===== config.mk =====
export PLATFORM = sky130hd
export DESIGN_NAME = marker_length_frame_deframer_flat
export DESIGN_NICKNAME = d
export VERILOG_FILES = /design/src/rtl/mlfd_pkg.sv /design/src/rtl/mlfd_if.sv /design/src/rtl/mlfd_cfg_regs.sv /design/src/rtl/mlfd_parser.sv /design/src/rtl/marker_length_frame_deframer.sv /design/src/flat_wrapper.sv
export SDC_FILE = /design/constraint.sdc
export NUM_CORES = 1
export LEC_CHECK = 0
export BUFFER_PORTS_ARGS = -buffer_cell sky130_fd_sc_hd__clkbuf_2
export CAP_MARGIN = 5
export CORE_MARGIN = 1.5
export CORE_UTILIZATION = 55
export CTS_BUF_LIST = sky130_fd_sc_hd__clkbuf_2
export DETAILED_ROUTE_END_ITERATION = 8
export PLACE_DENSITY = 0.79
export SETUP_SLACK_MARGIN = 0.02
export SLEW_MARGIN = 40
export SYNTH_ARGS = -nofsm -noshare
export SYNTH_HDL_FRONTEND = slang
export SYNTH_SLANG_ARGS = --single-unit

===== constraint.sdc =====
create_clock -name clk -period 7.3 [get_ports clk]
set_clock_uncertainty 0.1 [all_clocks]
set_input_delay 1.46 -clock clk [delete_from_list [all_inputs] [get_ports clk]]
set_output_delay 1.46 -clock clk [all_outputs]
set_load 0.005 [all_outputs]

===== src/rtl/mlfd_pkg.sv =====
// Shared types and constants for the marker/length frame deframer.
// No dependencies.
package mlfd_pkg;

    localparam int MARKER_BYTES_DEF = 8;
    localparam int COUNT_WIDTH_DEF  = 16;
    localparam int IDX_W            = 3;
    localparam int CFG_IDX_W        = 2;
    localparam int CFG_DATA_W       = 64;

    localparam logic [15:0] MAX_FRAME_RST    = 16'd12000;
    localparam logic [63:0] START_MARKER_RST = 64'h1820_55f2_5ac0_4daa;
    localparam logic [63:0] END_MARKER_RST   = 64'h422c_d9e3_ffa0_1101;

    localparam logic [CFG_IDX_W-1:0] REG_MAX_FRAME    = 2'd0;
    localparam logic [CFG_IDX_W-1:0] REG_START_MARKER = 2'd1;
    localparam logic [CFG_IDX_W-1:0] REG_END_MARKER   = 2'd2;

    typedef enum logic [1:0] {
        KIND_PAYLOAD = 2'd0,
        KIND_DONE    = 2'd1,
        KIND_DROPPED = 2'd2
    } kind_t;

    typedef struct packed {
        logic [15:0] max_frame_bytes;
        logic [63:0] start_marker;
        logic [63:0] end_marker;
    } cfg_t;

    typedef struct packed {
        kind_t       out_kind;
        logic [7:0]  out_byte;
        logic        footer_ok;
        logic [31:0] frame_length;
    } result_t;

    // byte i of a marker, first received byte in the top bits
    function automatic logic [7:0] marker_byte(input logic [63:0] m, input logic [IDX_W-1:0] i);
        logic [IDX_W-1:0] pos;
        pos = IDX_W'(7) - i;
        return m[8*pos +: 8];
    endfunction

endpackage


===== src/rtl/mlfd_if.sv =====
// Valid/ready channel interfaces for received bytes and results.
// Depends on mlfd_pkg.
interface mlfd_rx_if;
    logic       valid;
    logic       ready;
    logic [7:0] rx_byte;

    modport source (output valid, output rx_byte, input ready);
    modport sink   (input valid, input rx_byte, output ready);
endinterface

interface mlfd_res_if;
    logic               valid;
    logic               ready;
    mlfd_pkg::kind_t    out_kind;
    logic [7:0]         out_byte;
    logic               footer_ok;
    logic [31:0]        frame_length;

    modport source (output valid, output out_kind, output out_byte, output footer_ok,
                    output frame_length, input ready);
    modport sink   (input valid, input out_kind, input out_byte, input footer_ok,
                    input frame_length, output ready);
endinterface


===== src/rtl/mlfd_cfg_regs.sv =====
// Configuration register file: frame length limit, start and end markers.
// Depends on mlfd_pkg.
module mlfd_cfg_regs (
    input  logic                            clk,
    input  logic                            rst_n,
    input  logic                            cfg_we,
    input  logic [mlfd_pkg::CFG_IDX_W-1:0]  cfg_index,
    input  logic [mlfd_pkg::CFG_DATA_W-1:0] cfg_data,
    output mlfd_pkg::cfg_t                  cfg
);

    mlfd_pkg::cfg_t cfg_reg;

    always_ff @(posedge clk or negedge rst_n)
    begin
        if (!rst_n)
        begin
            cfg_reg.max_frame_bytes <= mlfd_pkg::MAX_FRAME_RST;
            cfg_reg.start_marker    <= mlfd_pkg::START_MARKER_RST;
            cfg_reg.end_marker      <= mlfd_pkg::END_MARKER_RST;
        end
        else if (cfg_we)
        begin
            case (cfg_index)
                mlfd_pkg::REG_MAX_FRAME:    cfg_reg.max_frame_bytes <= cfg_data[15:0];
                mlfd_pkg::REG_START_MARKER: cfg_reg.start_marker    <= cfg_data;
                mlfd_pkg::REG_END_MARKER:   cfg_reg.end_marker      <= cfg_data;
                default: ;
            endcase
        end
    end

    assign cfg = cfg_reg;

endmodule


===== src/rtl/mlfd_parser.sv =====
// Frame parser: input byte register, phase sequencer and result register.
// Depends on mlfd_pkg.
module mlfd_parser #(
    parameter int MARKER_BYTES = mlfd_pkg::MARKER_BYTES_DEF,
    parameter int COUNT_WIDTH  = mlfd_pkg::COUNT_WIDTH_DEF
) (
    input  logic                clk,
    input  logic                rst_n,
    input  mlfd_pkg::cfg_t      cfg,
    input  logic                in_valid,
    input  logic [7:0]          in_byte,
    output logic                in_ready,
    output logic                res_valid,
    output mlfd_pkg::result_t   res,
    input  logic                res_ready
);

    typedef enum logic [2:0] {
        PH_HDR   = 3'd0,
        PH_HUNT  = 3'd1,
        PH_LEN   = 3'd2,
        PH_PAY   = 3'd3,
        PH_FOOT  = 3'd4,
        PH_LEVEL = 3'd5
    } phase_t;

    localparam int IDX_W = mlfd_pkg::IDX_W;
    localparam logic [IDX_W-1:0] IDX_LAST = IDX_W'(MARKER_BYTES - 1);
    localparam logic [IDX_W-1:0] IDX_LEN_LAST = IDX_W'(3);
    localparam logic [32:0] COUNT_MAX = (33'd1 << COUNT_WIDTH) - 33'd1;

    logic                         in_valid_reg;
    logic [7:0]                   in_byte_reg;
    logic                         res_valid_reg;
    mlfd_pkg::result_t            res_reg;
    phase_t                       phase_reg, phase_next;
    logic [IDX_W-1:0]             idx_reg, idx_next;
    logic                         hdr_mis_reg, hdr_mis_next;
    logic [31:0]                  len_reg, len_next;
    logic [COUNT_WIDTH-1:0]       cnt_reg, cnt_next;
    logic                         foot_mis_reg, foot_mis_next;
    logic                         res_fire;
    mlfd_pkg::result_t            res_next;
    logic                         advance;

    logic [7:0]                   start_b, end_b;
    logic [31:0]                  len_asm;
    logic [COUNT_WIDTH-1:0]       cnt_inc;
    logic                         oversize;

    assign advance  = in_valid_reg && (!res_valid_reg || res_ready);
    assign in_ready = !in_valid_reg || advance;

    assign start_b = mlfd_pkg::marker_byte(cfg.start_marker, idx_reg);
    assign end_b   = mlfd_pkg::marker_byte(cfg.end_marker, idx_reg);
    assign cnt_inc = cnt_reg + COUNT_WIDTH'(1);

    always_comb
    begin
        case (idx_reg[1:0])
            2'd0:    len_asm = {24'd0, in_byte_reg};
            2'd1:    len_asm = len_reg | {16'd0, in_byte_reg, 8'd0};
            2'd2:    len_asm = len_reg | {8'd0, in_byte_reg, 16'd0};
            default: len_asm = len_reg | {in_byte_reg, 24'd0};
        endcase
        oversize = (len_asm > {16'd0, cfg.max_frame_bytes}) || ({1'b0, len_asm} > COUNT_MAX);
    end

    always_comb
    begin
        phase_next    = phase_reg;
        idx_next      = idx_reg;
        hdr_mis_next  = hdr_mis_reg;
        len_next      = len_reg;
        cnt_next      = cnt_reg;
        foot_mis_next = foot_mis_reg;
        res_fire      = 1'b0;
        res_next.out_kind     = mlfd_pkg::KIND_PAYLOAD;
        res_next.out_byte     = in_byte_reg;
        res_next.footer_ok    = 1'b0;
        res_next.frame_length = len_reg;

        case (phase_reg)
            PH_HDR:
            begin
                idx_next = idx_reg + 1'b1;
                if (in_byte_reg != start_b)
                    hdr_mis_next = 1'b1;
                if (idx_reg == IDX_LAST)
                begin
                    phase_next   = (hdr_mis_reg || in_byte_reg != start_b) ? PH_HUNT : PH_LEN;
                    idx_next     = '0;
                    hdr_mis_next = 1'b0;
                end
            end
            PH_HUNT:
            begin
                if (in_byte_reg == start_b)
                begin
                    idx_next = idx_reg + 1'b1;
                    if (idx_reg == IDX_LAST)
                    begin
                        phase_next = PH_LEN;
                        idx_next   = '0;
                    end
                end
                else
                    idx_next = '0;
            end
            PH_LEN:
            begin
                len_next = len_asm;
                idx_next = idx_reg + 1'b1;
                if (idx_reg == IDX_LEN_LAST)
                begin
                    idx_next = '0;
                    if (oversize)
                    begin
                        res_fire              = 1'b1;
                        res_next.out_kind     = mlfd_pkg::KIND_DROPPED;
                        res_next.out_byte     = 8'd0;
                        res_next.frame_length = len_asm;
                        phase_next            = PH_HDR;
                        hdr_mis_next          = 1'b0;
                        cnt_next              = '0;
                        foot_mis_next         = 1'b0;
                    end
                    else
                    begin
                        cnt_next      = '0;
                        foot_mis_next = 1'b0;
                        phase_next    = (len_asm == 32'd0) ? PH_FOOT : PH_PAY;
                    end
                end
            end
            PH_PAY:
            begin
                res_fire = 1'b1;
                cnt_next = cnt_inc;
                if (32'(cnt_inc) >= len_reg)
                begin
                    phase_next = PH_FOOT;
                    idx_next   = '0;
                end
            end
            PH_FOOT:
            begin
                idx_next = idx_reg + 1'b1;
                if (in_byte_reg != end_b)
                    foot_mis_next = 1'b1;
                if (idx_reg == IDX_LAST)
                begin
                    phase_next = PH_LEVEL;
                    idx_next   = '0;
                end
            end
            PH_LEVEL:
            begin
                res_fire           = 1'b1;
                res_next.out_kind  = mlfd_pkg::KIND_DONE;
                res_next.footer_ok = !foot_mis_reg;
                phase_next         = PH_HDR;
                idx_next           = '0;
                hdr_mis_next       = 1'b0;
                cnt_next           = '0;
                foot_mis_next      = 1'b0;
            end
            default:
            begin
                phase_next    = PH_HDR;
                idx_next      = '0;
                hdr_mis_next  = 1'b0;
                cnt_next      = '0;
                foot_mis_next = 1'b0;
            end
        endcase
    end

    always_ff @(posedge clk or negedge rst_n)
    begin
        if (!rst_n)
        begin
            in_valid_reg  <= 1'b0;
            res_valid_reg <= 1'b0;
            phase_reg     <= PH_HDR;
            idx_reg       <= '0;
            hdr_mis_reg   <= 1'b0;
            len_reg       <= '0;
            cnt_reg       <= '0;
            foot_mis_reg  <= 1'b0;
        end
        else
        begin
            if (in_valid && in_ready)
                in_valid_reg <= 1'b1;
            else if (advance)
                in_valid_reg <= 1'b0;

            if (advance)
            begin
                res_valid_reg <= res_fire;
                phase_reg     <= phase_next;
                idx_reg       <= idx_next;
                hdr_mis_reg   <= hdr_mis_next;
                len_reg       <= len_next;
                cnt_reg       <= cnt_next;
                foot_mis_reg  <= foot_mis_next;
            end
            else if (res_ready)
                res_valid_reg <= 1'b0;
        end
    end

    always_ff @(posedge clk)
    begin
        if (in_valid && in_ready)
            in_byte_reg <= in_byte;
        if (advance && res_fire)
            res_reg <= res_next;
    end

    assign res_valid = res_valid_reg;
    assign res       = res_reg;

endmodule


===== src/rtl/marker_length_frame_deframer.sv =====
// Marker/length frame deframer, top level.
// Depends on mlfd_pkg, mlfd_if, mlfd_cfg_regs, mlfd_parser.
//
// Usage:
//   rx carries one received byte per transfer. A frame is a start marker,
//   a 32-bit little-endian length, the payload, an end marker and a level
//   byte. res carries one result per payload byte (kind payload), one per
//   completed frame (kind done, level byte and footer_ok) and one per
//   frame whose length exceeds the limit (kind dropped).
//   Throughput: one byte per cycle while res is not stalled, set by the
//   parser step between the input byte register and the result register.
//   A stalled res holds the result register; rx keeps taking one byte into
//   the input register, then ready drops until res drains.
//   Reset empties both registers, returns the parser to header compare and
//   loads the default limit and markers. Write configuration through
//   cfg_we/cfg_index/cfg_data only while no frame traffic is in flight.
module marker_length_frame_deframer #(
    parameter int MARKER_BYTES = mlfd_pkg::MARKER_BYTES_DEF,
    parameter int COUNT_WIDTH  = mlfd_pkg::COUNT_WIDTH_DEF
) (
    input  logic                            clk,
    input  logic                            rst_n,
    mlfd_rx_if.sink                         rx,
    mlfd_res_if.source                      res,
    input  logic                            cfg_we,
    input  logic [mlfd_pkg::CFG_IDX_W-1:0]  cfg_index,
    input  logic [mlfd_pkg::CFG_DATA_W-1:0] cfg_data
);

    mlfd_pkg::cfg_t    cfg;
    mlfd_pkg::result_t result;
    logic              ready;
    logic              res_valid;

    mlfd_cfg_regs u_cfg (
        .clk       (clk),
        .rst_n     (rst_n),
        .cfg_we    (cfg_we),
        .cfg_index (cfg_index),
        .cfg_data  (cfg_data),
        .cfg       (cfg)
    );

    mlfd_parser #(
        .MARKER_BYTES (MARKER_BYTES),
        .COUNT_WIDTH  (COUNT_WIDTH)
    ) u_parser (
        .clk       (clk),
        .rst_n     (rst_n),
        .cfg       (cfg),
        .in_valid  (rx.valid),
        .in_byte   (rx.rx_byte),
        .in_ready  (ready),
        .res_valid (res_valid),
        .res       (result),
        .res_ready (res.ready)
    );

    assign rx.ready         = ready;
    assign res.valid        = res_valid;
    assign res.out_kind     = result.out_kind;
    assign res.out_byte     = result.out_byte;
    assign res.footer_ok    = result.footer_ok;
    assign res.frame_length = result.frame_length;

endmodule


===== src/flat_wrapper.sv =====
// flat-port wrapper written by rule: the top's interface ports become plain ports
module marker_length_frame_deframer_flat 
#(
    parameter int MARKER_BYTES = mlfd_pkg::MARKER_BYTES_DEF,
    parameter int COUNT_WIDTH  = mlfd_pkg::COUNT_WIDTH_DEF
)
  (clk, rst_n, cfg_we, cfg_index, cfg_data, rx_valid, rx_rx_byte, rx_ready, res_valid, res_out_kind, res_out_byte, res_footer_ok, res_frame_length, res_ready);
  mlfd_rx_if rx_i ();
  mlfd_res_if res_i ();
  input  logic clk;
  input  logic rst_n;
  input  logic cfg_we;
  input  logic [mlfd_pkg::CFG_IDX_W-1:0] cfg_index;
  input  logic [mlfd_pkg::CFG_DATA_W-1:0] cfg_data;
  input wire logic [$bits(rx_i.valid)-1:0] rx_valid;
  input wire logic [$bits(rx_i.rx_byte)-1:0] rx_rx_byte;
  output wire logic [$bits(rx_i.ready)-1:0] rx_ready;
  output wire logic [$bits(res_i.valid)-1:0] res_valid;
  output wire logic [$bits(res_i.out_kind)-1:0] res_out_kind;
  output wire logic [$bits(res_i.out_byte)-1:0] res_out_byte;
  output wire logic [$bits(res_i.footer_ok)-1:0] res_footer_ok;
  output wire logic [$bits(res_i.frame_length)-1:0] res_frame_length;
  input wire logic [$bits(res_i.ready)-1:0] res_ready;
  assign rx_i.valid = rx_valid;
  assign rx_i.rx_byte = rx_rx_byte;
  assign rx_ready = rx_i.ready;
  assign res_valid = res_i.valid;
  assign res_out_kind = res_i.out_kind;
  assign res_out_byte = res_i.out_byte;
  assign res_footer_ok = res_i.footer_ok;
  assign res_frame_length = res_i.frame_length;
  assign res_i.ready = res_ready;
  marker_length_frame_deframer #(.MARKER_BYTES(MARKER_BYTES), .COUNT_WIDTH(COUNT_WIDTH)) u_core (.clk(clk), .rst_n(rst_n), .rx(rx_i), .res(res_i), .cfg_we(cfg_we), .cfg_index(cfg_index), .cfg_data(cfg_data));
endmodule

==> run summary <==
Postcts setup bufs: 0
Die W: 154 um
Cells after synthesis: 1057
Ys async rst share: 79.8%
HPWL Detailed: 20500 um
Dpl ws: 1.87 ns
Root Buffer: clkbuf_2
Hold slack: 0.408 ns
YS warnings: 0
Clk slew on worst S/H paths: 0.10 ns
Fin nets: 1321
Main flop type after synthesis: dfrtp_1
Residual DRC: 0
Synthesized area per cell: 11.9 um2
EDFF count, synth: 51
DP Cell Count: 1415
Required @ worst endpoint: 7.79 ns
TritonRoute pass-1 iters: 6
Fin. Hold Viols: 0
Max reg flops: 144
Die H: 154 um
Final Util: 62.8%
Largest net degree at the start of global routing: 75
CP Cell Sequence: buf_4, ha_1, nor3_2, o21ai_0, ha_1, nand4_1, nor3_1, a221oi_1, o221ai_2, nand3_2, inv_2, nand2_1, a32o_1
Clock share of power: 25.4%
Power per cell area: 312 nW/um2
Flop pwr share: 41.4%
Worst Setup Start Kind: flip-flop
Vias in the first global route: 9150
Worst rel slew slack: 45.3%
Clk sinks: 253
Via-per-instance ratio: 5.85
Count of cell types in the netlist: 62
Finished Layout Cells: 1543
Port bufs: 123
Post-synth top area cell: dfrtp_1
Core area: 22600 um2
Fmax achieved: 0.182 GHz
RSZ-0062 raised after global routing: false
Clock latency on the worst-skew pair: 0.86 ns
Syn_nets: 1177
VDD IR max: 167 uV
Area growth from synthesis to layout: 12.5%
Max Slew Vio Count: 0
DR WL/cell: 19.2 um
CTS max path bufs: 3
Layout cells sized above 1: 38.1%
Period utilization: 75.1%
Yosys reg bits: 253
First-pass GRT wire length: 48100 um
Max-cap viol count: 0
Starting DRC count in detailed routing: 725
Sw frac: 35.3%
CP bufs+invs: 2
Worst Path Arrival: 5.97 ns
Total number of vias: 9028
Die area: 23800 um2
Most frequent cells in the layout: clkbuf_2 (229), dfrtp_1 (140), mux2_2 (129)
# IOs: 124
Area share of the largest cell type after synthesis: 28.0%
Routed wire length: 29600 um
Combinational power share: 33.2%
HP Class: flip-flop to flip-flop
Initial Util: 55.8%
Final setup margin: 1.82 ns
Synth top area cells: dfrtp_1 (28%), dfstp_2 (13%), edfxtp_1 (12%)
GRT Total Usage: 25.8%
Crit path max fanout: 50
GRT Residual Overflow: 0
Largest delay contributor family on the critical path: simple AND/OR/NAND/NOR gates
Int Pwr: 2.86 mW
Max stage delay on crit path: 0.74 ns
Slowest CP cell: inv_2
Setup violations, final: 0
Post-synthesis sequential area ratio: 52.9%
Worst slew pin tran: 0.821 ns
Setup crit end kind: flip-flop
Switch Pwr: 1.56 mW
H-tree Lvls: 3
Initial antenna violation count: 1
Final ANT Viol Nets: 0
Post-CTS sizing: 0
Cell row count: 55
Leading cell type in the layout, fill and taps excluded: clkbuf_2
Critical setup path kind: flip-flop to flip-flop
Leak Pwr: 6.19 nW
TritonCTS buffer count: 69
Fin crit period: 5.48 ns
Setup TNS: 0 ns
GP Congestion: 0.939
CTS tree: yes
Most used cell, CP: ha_1
Status: complete, no violations
Hold buffers post-CTS: 0
Mapped cell area: 12600 um2
==> final timing paths <==
path | from | endpoint | slack (ns) | cells past startpoint
hold / removal | u_core.u_cfg.cfg[15] | u_core.u_cfg.cfg[15] | 0.41 | 1
hold reg to reg | u_core.u_cfg.cfg[15] | u_core.u_cfg.cfg[15] | 0.41 | 1
max in group asynchronous | rst_n | u_core.u_parser.len_reg[1] | 5.35 | 2
min in group asynchronous | rst_n | u_core.u_parser.len_reg[24] | 0.54 | 1
setup / recovery | u_core.u_parser.idx_reg[0] | u_core.u_parser.res[27] | 1.82 | 13
setup reg to reg | u_core.u_parser.idx_reg[0] | u_core.u_parser.res[27] | 1.82 | 13
==> cells by family after synthesis <==
kind of cell / synth area share (%)
AOI/OAI and AO/OA: 10.4
xor gates and xnor gates: 2.09
adders and majority gates: 4.07
buffers and inverters: 3.23
DFF: 52.9
muxes: 18.3
and+or+nand+nor: 9.05
==> final cells by class <==
class / instances / area (um2)
diodes: 1 / 2.50
flip-flops and latches: 253 / 6660
well taps: 285 / 357
clock inverters: 20 / 184
fillers: 1804 / 8390
inverters: 43 / 161
clock buffers: 107 / 536
repair buffers: 134 / 726
multi-input cells: 700 / 5550
==> power by group through the flow <==
stage	Combinational (mW)	Sequential, mW	Clock, mW
global placement	1.43	1.85	0
floorplan	1.15	1.77	0
finish	1.47	1.83	1.12
CTS	1.46	1.83	1.15
global route	1.62	1.86	1.23
detailed placement	1.46	1.86	0
==> per-stage QoR <==
step / total power [mW] / area (um2)
CTS: 4.45 / 14200
floorplan: 2.92 / 12600
finish: 4.43 / 14200
global route: 4.70 / 14200
global placement: 3.27 / 13400
detailed placement: 3.31 / 13500
==> cells in the mapped netlist (9+ instances only) <==
cell type and number:
a21o_1 10, a21oi_1 57, a22o_1 9, a32o_1 9, and2_1 12, clkbuf_1 51
dfrtp_1 141, dfstp_2 61, edfxtp_1 51, ha_1 41, inv_1 39, mux2_2 129
mux2i_1 18, mux4_2 28, nand2_1 98, nand3_1 12, nand4_1 9, nor2_1 42
nor2b_1 13, o21ai_0 62, o21ai_1 27, xnor2_1 15, xor2_1 15
==> metal layers <==
layer | wire (um) | vias up | share of wire, % | GRT usage [%]
met5 | 0 | - | 0 | 0
met4 | 815 | 0 | 2.7 | 9.89
met3 | 1970 | 73 | 6.6 | 5.86
met2 | 14200 | 342 | 48 | 41.5
met1 | 12700 | 4424 | 43 | 34.5
li1 | - | 4189 | - | -
(Power assumes the default switching activity.)
